### src/hdl/bmcb_pkg.sv
// Shared types and codes for the bounded min candidate buffer.
`default_nettype none
package bmcb_pkg;

  localparam int KEY_W = 32;
  localparam int ID_W = 31;
  localparam int CNT_OUT_W = 7;
  localparam int CAP_W = 7;
  localparam int REQ_W = 2;
  localparam int CMP_SEL_W = 2;

  localparam logic [CAP_W-1:0] CAP_RESET = 7'd16;

  localparam logic [REQ_W-1:0] REQ_PUSH = 2'd0;
  localparam logic [REQ_W-1:0] REQ_POP = 2'd1;
  localparam logic [REQ_W-1:0] REQ_COUNT = 2'd2;
  localparam logic [REQ_W-1:0] REQ_CLEAR = 2'd3;

  localparam logic [CMP_SEL_W-1:0] CMP_APPEND = 2'd0;
  localparam logic [CMP_SEL_W-1:0] CMP_EVICT = 2'd1;
  localparam logic [CMP_SEL_W-1:0] CMP_BEST = 2'd2;
  localparam logic [CMP_SEL_W-1:0] CMP_THRESH = 2'd3;

  typedef struct packed {
    logic             live;
    logic [ID_W-1:0]  ident;
    logic [KEY_W-1:0] key;
  } entry_t;

  typedef struct packed {
    logic [KEY_W-1:0] new_key;
    logic [KEY_W-1:0] held_key;
    logic [KEY_W-1:0] max_key;
    logic [KEY_W-1:0] best_key;
    logic [KEY_W-1:0] rd_key;
    logic [KEY_W-1:0] thresh;
  } cmp_opnd_t;

endpackage
`default_nettype wire

### src/hdl/bmcb_cmp.sv
// Shared unsigned key comparator with operand select.
`default_nettype none
module bmcb_cmp (
  input  wire logic [bmcb_pkg::CMP_SEL_W-1:0] sel,
  input  wire bmcb_pkg::cmp_opnd_t            opnd,
  output logic                                lt
);

  logic [bmcb_pkg::KEY_W-1:0] a;
  logic [bmcb_pkg::KEY_W-1:0] b;

  always_comb begin
    unique case (sel)
      bmcb_pkg::CMP_APPEND: begin
        a = opnd.max_key;
        b = opnd.new_key;
      end
      bmcb_pkg::CMP_EVICT: begin
        a = opnd.held_key;
        b = opnd.max_key;
      end
      bmcb_pkg::CMP_BEST: begin
        a = opnd.best_key;
        b = opnd.rd_key;
      end
      bmcb_pkg::CMP_THRESH: begin
        a = opnd.rd_key;
        b = opnd.thresh;
      end
      default: begin
        a = opnd.rd_key;
        b = opnd.thresh;
      end
    endcase
  end

  assign lt = a < b;

endmodule
`default_nettype wire

### config.mk
export PLATFORM = sky130hd
export DESIGN_NAME = bmcb_cmp
export DESIGN_NICKNAME = d
export VERILOG_FILES = /design/src/hdl/bmcb_pkg.sv /design/src/hdl/bmcb_cmp.sv
export SDC_FILE = /design/constraint.sdc
export NUM_CORES = 1
export LEC_CHECK = 0
export BUFFER_PORTS_ARGS = -buffer_cell sky130_fd_sc_hd__buf_2
export CAP_MARGIN = 20
export CORE_ASPECT_RATIO = 1.25
export CORE_MARGIN = 2
export CORE_UTILIZATION = 25
export DETAILED_ROUTE_END_ITERATION = 7
export MAX_ROUTING_LAYER = met4
export PLACE_DENSITY = 0.62
export SETUP_SLACK_MARGIN = 0.05
export SKIP_LAST_GASP = 1
export SLEW_MARGIN = 15
export SYNTH_ARGS = -nofsm -noshare
export SYNTH_HDL_FRONTEND = slang
export SYNTH_SLANG_ARGS = --single-unit
### constraint.sdc
create_clock -name vclk -period 4.39
set_input_delay 1.0975 -clock vclk [all_inputs]
set_output_delay 1.0975 -clock vclk [all_outputs]
set_load 0.05 [all_outputs]
==> run summary <==
status = finished clean
total power density per cell area = 119 nW/um2
die width = 92.0 um
time the worst path needs with I/O delays and setup = 4280 ps
residual overflow from global routing = 0
worst min-delay path category = in -> out
proportion of power drawn by the clock network = 0%
Overall Global Routing Usage = 17.6%
P_sw = 199 uW
total of endpoints with negative setup slack in the final report = 0
Worst IR Drop VDD = 0.0913 mV
total nets after synthesis = 419
DR vias/cell = 5.12
count of different cell masters after synthesis = 25
signal arrival time at the worst endpoint = 3190 ps
sequential share of the synthesized area = 0%
highest layer used for signal routing = met4
maximum number of pins on one net before global-route repair = 17
die area = 10500 um2
critical path type = in -> out
WL per Instance = 18.0 um
critical hold path startpoint = opnd[159]
actual transition at the worst max-transition pin = 359 ps
number of global-route vias before repair = 2847
height of the die = 114 um
first element of the critical path = sel[1]
number of nets still failing antenna checks after routing = 0
CORE AREA = 9510 um2
number of flip-flops and latches = 0
total vias in the final route = 2700
routed length on met1 = 3260 um
gpl congestion = 0.833
power share of the sequential group = 0%
net count reported at finish = 628
total wire length = 9510 um
headroom to the max-slew limit = 75.8%
cell area after synthesis = 2420 um2
post-route DRC violation count = 0
sum of met3 wire segment lengths after detailed routing = 742 um
DP Wirelength = 7950 um
sw frac = 42.6%
Max Freq = 233 MHz
final cell count without fillers = 527
antenna violations before repair = 0
initial cell density of the core = 25.4%
fin. max-slew vios = 0
DRC marker count from the first detailed-route iteration = 62
Detailed Routing Iterations Pass 1 = 4
ratio of cells with drive above 1 in the final layout = 74.1%
wire length of the first global-routing pass = 13900 um
leakage power summed over all cells = 1.91 nW
Reg area = 0 um2
I/O Buffers = 195
Yosys warnings = 0
placed insts = 518
antenna cell count = 0
Core Rows = 40
Final period util = 97.6%
area growth from synthesis to layout = 62.3%
synthesized netlist cell count = 194
unrepaired setup endpoints after global routing = false
critical path capture point type = output port
cts-stage hold buffer count = 0
CLK BUF = 0
internal cell power = 268 uW
met2 wire length = 5440 um
final count of hold timing violations = 0
worst-path maximum fanout = 8
fraction of power consumed by combinational cells = 100.0%
Max Cap Viol = 0
number of I/O pins = 195
data required time at the worst endpoint = 3290 ps
syn_area_per_cell = 12.5 um2
type of element launching the critical path = primary input
Layout Utilization = 41.3%
## worst max-delay path, cell delays in order
cell	delay, ps
buf_16	110
buf_8	110
mux4_2	530
ha_4	280
nand4_1	150
nor4_2	310
buf_4	170
nand2_2	60
a21oi_4	130
nor3_4	70
buf_6	160
## power by group through the flow
stage / clock network (mW) / logic (mW) / registers [mW]
after floorplan: 0 / 0.248 / 0
after global placement: 0 / 0.399 / 0
final: 0 / 0.466 / 0
after CTS: 0 / 0.426 / 0
after detailed placement: 0 / 0.402 / 0
after global routing: 0 / 0.514 / 0
## routing by layer
layer	vias up	track usage (%)
li1	1238	-
met1	1286	17.8
met2	172	37.3
met3	4	1.59
met4	0	0.995
met5	-	-
## final cells by class
| class | instances | area [um2] |
|---|---|---|
| multi-input combinational | 148 | 2320 |
| tap | 126 | 158 |
| timing repair buffer | 221 | 1330 |
| inverter | 32 | 120 |
| fill | 955 | 5580 |
## cell usage after synthesis, types with 5 or more instances
master,number,area share [%]
o21ai_0,5,1.0
mux4_1,7,7.6
buf_6,8,3.7
nand2_1,8,1.2
ha_1,31,16
a21oi_1,16,3.3
inv_1,32,5.0
nand4_1,6,1.6
mux4_2,55,51
## stage by stage
step                      TNS [ps]  worst slack, ps  area [um2]  power, mW  hold WS (ps)
after floorplan                  0             59.9        2430      0.248          2770
final                            0              106        3930      0.466          3000
after global routing             0             26.6        3930      0.514          3040
after global placement        -308             -308        3530      0.399          3080
after CTS                        0             60.2        3690      0.426          3000
after detailed placement      -358             -358        3530      0.402          3080
## logic make-up (layout without fill, tap and decap cells)
group	after synthesis	in the layout	share of synthesized area [%]
AO/OA/AOI/OAI	27	27	6.21
adder cells (fa/ha/maj)	31	31	16.0
buffers and inverters	46	253	12.1
multiplexers	62	62	58.8
AND/OR/NAND/NOR	28	28	6.88
## final timing paths
kind	endpoint	slack (ps)	cells past startpoint
hold / removal	lt	3000	7
setup / recovery	lt	110	11
## timing repair
action	4_1_cts	5_1_grt
resized for setup	16	27
gates cloned	2	1
pin swaps	3	8
buffers inserted	3	3
endpoints found under the setup margin	1	1
## cell usage in the layout, fill, tap and decap left out, drive strengths merged
cell type / n
buf: 219
nand3: 3
nor2: 2
nor4b: 1
bufbuf: 1
o31ai: 1
and4bb: 1
o21ai: 5
a21oi: 16
mux4: 62
nor4: 2
nor4bb: 1
a21o: 3
o21a: 1
ha: 31
a211oi: 1
and4b: 1
and3: 1
nor3: 1
nor2b: 1
inv: 32
clkbuf: 1
nand4: 6
nand2: 8
Power figures use the tool's default switching activity.
