## config.mk

```make
export PLATFORM = sky130hd
export DESIGN_NAME = bmcb_mem
export DESIGN_NICKNAME = d
export VERILOG_FILES = /design/src/hdl/bmcb_pkg.sv /design/src/hdl/bmcb_mem.sv
export SDC_FILE = /design/constraint.sdc
export NUM_CORES = 2
export LEC_CHECK = 0
export BUFFER_PORTS_ARGS = -buffer_cell sky130_fd_sc_hd__buf_2
export CORE_ASPECT_RATIO = 1.1
export CORE_MARGIN = 3
export CORE_UTILIZATION = 57
export DETAILED_ROUTE_END_ITERATION = 7
export HOLD_SLACK_MARGIN = 0.12
export PLACE_DENSITY = 0.79
export SYNTH_ARGS = -nofsm -noshare
export SYNTH_HDL_FRONTEND = slang
export SYNTH_SLANG_ARGS = --single-unit
```

## constraint.sdc

```tcl
create_clock -name clk -period 13.6 [get_ports clk]
set_input_delay 2.72 -clock clk [delete_from_list [all_inputs] [get_ports clk]]
set_output_delay 2.72 -clock clk [all_outputs]
set_load 0.03 [all_outputs]
```

## src/hdl/bmcb_pkg.sv

```systemverilog
// Shared types and codes for the bounded min candidate buffer.
`default_nettype none
package bmcb_pkg;

  localparam int KEY_W = 32;
  localparam int ID_W = 31;
  localparam int CNT_OUT_W = 7;
  localparam int CAP_W = 7;
  localparam int REQ_W = 2;
  localparam int CMP_SEL_W = 2;

  localparam logic [CAP_W-1:0] CAP_RESET = 7'd16;

  localparam logic [REQ_W-1:0] REQ_PUSH = 2'd0;
  localparam logic [REQ_W-1:0] REQ_POP = 2'd1;
  localparam logic [REQ_W-1:0] REQ_COUNT = 2'd2;
  localparam logic [REQ_W-1:0] REQ_CLEAR = 2'd3;

  localparam logic [CMP_SEL_W-1:0] CMP_APPEND = 2'd0;
  localparam logic [CMP_SEL_W-1:0] CMP_EVICT = 2'd1;
  localparam logic [CMP_SEL_W-1:0] CMP_BEST = 2'd2;
  localparam logic [CMP_SEL_W-1:0] CMP_THRESH = 2'd3;

  typedef struct packed {
    logic             live;
    logic [ID_W-1:0]  ident;
    logic [KEY_W-1:0] key;
  } entry_t;

  typedef struct packed {
    logic [KEY_W-1:0] new_key;
    logic [KEY_W-1:0] held_key;
    logic [KEY_W-1:0] max_key;
    logic [KEY_W-1:0] best_key;
    logic [KEY_W-1:0] rd_key;
    logic [KEY_W-1:0] thresh;
  } cmp_opnd_t;

endpackage
`default_nettype wire

```

## src/hdl/bmcb_mem.sv

```systemverilog
// Slot store: one write port, one registered read port.
`default_nettype none
module bmcb_mem #(
  parameter int DEPTH = 64,
  parameter int AW = 6
) (
  input  wire logic               clk,
  input  wire logic               we,
  input  wire logic [AW-1:0]      waddr,
  input  wire bmcb_pkg::entry_t   wdata,
  input  wire logic               re,
  input  wire logic [AW-1:0]      raddr,
  output bmcb_pkg::entry_t        rdata
);

  bmcb_pkg::entry_t mem [DEPTH];
  bmcb_pkg::entry_t rdata_r;

  always_ff @(posedge clk) begin
    if (we) begin
      mem[waddr] <= wdata;
    end
    if (re) begin
      rdata_r <= mem[raddr];
    end
  end

  assign rdata = rdata_r;

endmodule
`default_nettype wire

```

==> flow_summary.ini <==
[status]
status = finished, final reports clean

[floorplanning]
core-area_sq_mm = 0.273
floorplan.initialDensity_pct = 57.4
dieWidth_um = 506
die-area_sq_mm = 0.282
ioPinCount = 143
rows = 201
fp.dieH_um = 556

[sta]
hold_slack_ns = 0.926
hold_viol_final = 0
tightestPinTransition_ns = 1.32
skew_ns = 0.0525
setup_violations = 0
final.min_clock_period_ns = 6.36
max_slew_margin_pct = 12.1
finalMaxSlewViolations = 0
rsz0062_at_grt = false
fin_tns_setup_ns = 0
post-route-period-util_pct = 46.8
fmax_mhz = 157

[clocking]
cts_buffer_depth = 4
cts_tree = done
cts_inserted_buffers = 380
cts_hold_buf = 0
cts_sinks = 4160
clock_latency_ns = 0.92
clk_pin_slew_ns = 0.06
post_cts_buffers = 0
ctsResizeCount = 0
cts_root_buf = clkbuf_16
htree_levels = 5

[critical_path]
path_max_fanout = 120
critPathKind = in2reg
critPathArrivalTime_ns = 6.99
worst_setup_path_start_kind = input port
required_ns = 14.22
reg2reg_slack_ns = 11.28
worstSetupEndpointType = flip-flop
r2r_end = rdata[16]
r2r-start = mem[10][16]
timing.reg2reg.worst_path_depth = 5

[cells_and_area]
regArea_sq_mm = 0.125
synthToLayoutAreaGrowth_pct = 11.2
fin_nets = 7022
fillers = 16300
multi_input_area_sq_mm = 0.0308
design_area_sq_mm = 0.175
drive_above_1_share_pct = 27.3

[detailed_routing]
detail-route-antenna-nets = 0
routed_wl_mm = 454
via_count = 80100
drcViolationCount = 0
drt-initial-drc-count = 15000
drt-pass1-iter-count = 6
avgViaCountPerCell = 7.33
wl_per_cell_um = 41.6

[global_route]
grt_pass1_vias = 81700
gr-total-overflow = 0
gr-usage-all-layers_pct = 32.4
antenna_found_initial = 44
grt_max_degree = 144
grt_pass1_wl_mm = 634

[synth]
synth-main-ff-cell = edfxtp_1
yosysUniqueCellTypes = 32
synth-edff-count = 4160
synth_seq_area_share_pct = 79.6
syn_nets = 6677
synthArstFlopShare_pct = 0
syn_inst = 6598
syn_area_per_cell_sq_um = 23.8
synth.ff_latch_count = 4160
synth-warning-count = 0
syn_area_sq_mm = 0.157

[worst_hold_path]
hp-class = reg2reg
min_path_cells = 4
min_from = mem[60][44]
hold_path_end = rdata[44]

[place]
dpl_cell_area_sq_mm = 0.163
dpl.hpwl_mm = 216
io_buffers = 142
gp_congestion = 0.805

[power]
ir_drop_v = 0.000129
p_sw_share_pct = 21.4
total_power_mw = 26.0
leakage_nw = 54.1
power_switching_mw = 5.56
p_clk_share_pct = 40.3
comb_power_share_pct = 4.7
cellPowerDensity_mw_per_mm2 = 149
p_int_mw = 20.4
seqPwrFrac_pct = 55.0

[flow_run]
maxCapViolations = 0
-- Yosys cell counts, types with 3 or more instances --
cell type / count / area, sq um
nand2_1: 58 / 218
clkbuf_1: 140 / 526
inv_1: 19 / 71.3
mux4_2: 1024 / 23100
and3_1: 64 / 400
a2bb2oi_1: 19 / 166
o22ai_1: 83 / 519
and2_1: 3 / 18.8
buf_6: 6 / 67.6
buf_2: 170 / 851
buf_1: 20 / 75.1
a22o_1: 88 / 771
nor2_1: 112 / 420
a41oi_1: 26 / 228
or2_2: 28 / 175
or3_1: 29 / 181
a22oi_1: 168 / 1260
a211oi_1: 63 / 473
nand3_1: 45 / 225
o221ai_1: 38 / 333
mux2i_1: 135 / 1350
nand2b_1: 11 / 68.8
edfxtp_1: 4160 / 125000
a31oi_1: 18 / 113
buf_4: 34 / 255
nor2b_1: 28 / 175
-- cells by family (layout without fill, tap and decap cells) --
group | Yosys count | count (layout) | synth area share, %
AOI/OAI and AO/OA | 504 | 504 | 2.47
buffers and inverters | 389 | 1026 | 1.18
DFF | 4160 | 4160 | 79.6
muxes | 1159 | 1159 | 15.6
other | 0 | 31 | 0
and+or+nand+nor | 386 | 386 | 1.23
-- power groups by stage --
stage / Clock, mW / Combinational (mW) / Sequential [mW]
finish: 10.5 / 1.23 / 14.3
floorplan: 0 / 0.662 / 14.6
detailed placement: 0 / 1.18 / 14.6
global placement: 0 / 1.15 / 14.5
global route: 10.9 / 1.28 / 14.3
CTS: 10.5 / 1.21 / 14.3
-- layout by cell type (no fill, tap or decap), drive strengths merged, types with 58 or more instances in the layout --
cell type  synthesis  routed
nand2             58      58
a22oi            168     168
o22ai             83      83
nor2             112     112
mux4            1024    1024
buf              230     333
a211oi            63      63
and3              64      64
clkbuf           140     461
a22o              88      88
mux2i            135     135
clkinv             0     157
edfxtp          4160    4160
-- per-stage QoR --
step / instances / utilization [%] / setup WS [ns]
6_report: 10900 / 63.9 / 7.24
5_1_grt: 10900 / 63.8 / 7.18
4_1_cts: 10900 / 63.8 / 7.34
3_5_place_dp: 10200 / 59.5 / 6.50
3_3_place_gp: 10200 / 59.5 / 6.54
2_1_floorplan: 6598 / - / 5.44
-- worst max-delay path, cell delays in order --
cell and delay, ns:
buf_8 0.43, buf_12 0.70, buf_4 0.84, buf_4 0.80, mux4_2 0.62, o221ai_1 0.25, o22ai_1 0.14, and3_1 0.19
-- worst max-delay path by stage --
stage              from          to  slack [ns]  cells after the start
2_1_floorplan  waddr[3]  mem[48][0]        5.44                      4
3_3_place_gp   raddr[1]   rdata[46]        6.54                      8
3_5_place_dp   raddr[1]   rdata[46]        6.50                      8
4_1_cts        raddr[1]   rdata[14]        7.34                      8
5_1_grt        raddr[1]   rdata[46]        7.18                      8
6_report       raddr[1]   rdata[46]        7.24                      8
-- area by class of cell --
cell class / count / share of cell area, %
inverters: 19 / 0.0408
well taps: 3654 / 2.62
clock inverters: 213 / 1.10
flip-flops and latches: 4160 / 71.5
diodes: 31 / 0.0444
repair buffers: 333 / 1.33
multi-input cells: 2049 / 17.6
clock buffers: 461 / 5.69
-- layer usage --
metal / share of wire [%] / track usage (%)
met1: 30 / 41.0
met2: 48 / 50.7
met4: 7.8 / 20.1
met3: 14 / 8.41
met5: 0.034 / 0
-- sequential cells by signal, indices dropped and copies added (netlist names) --
| signal | cells |
|---|---|
| rdata | 64 |
| mem | 4096 |
(Power assumes the default switching activity.)
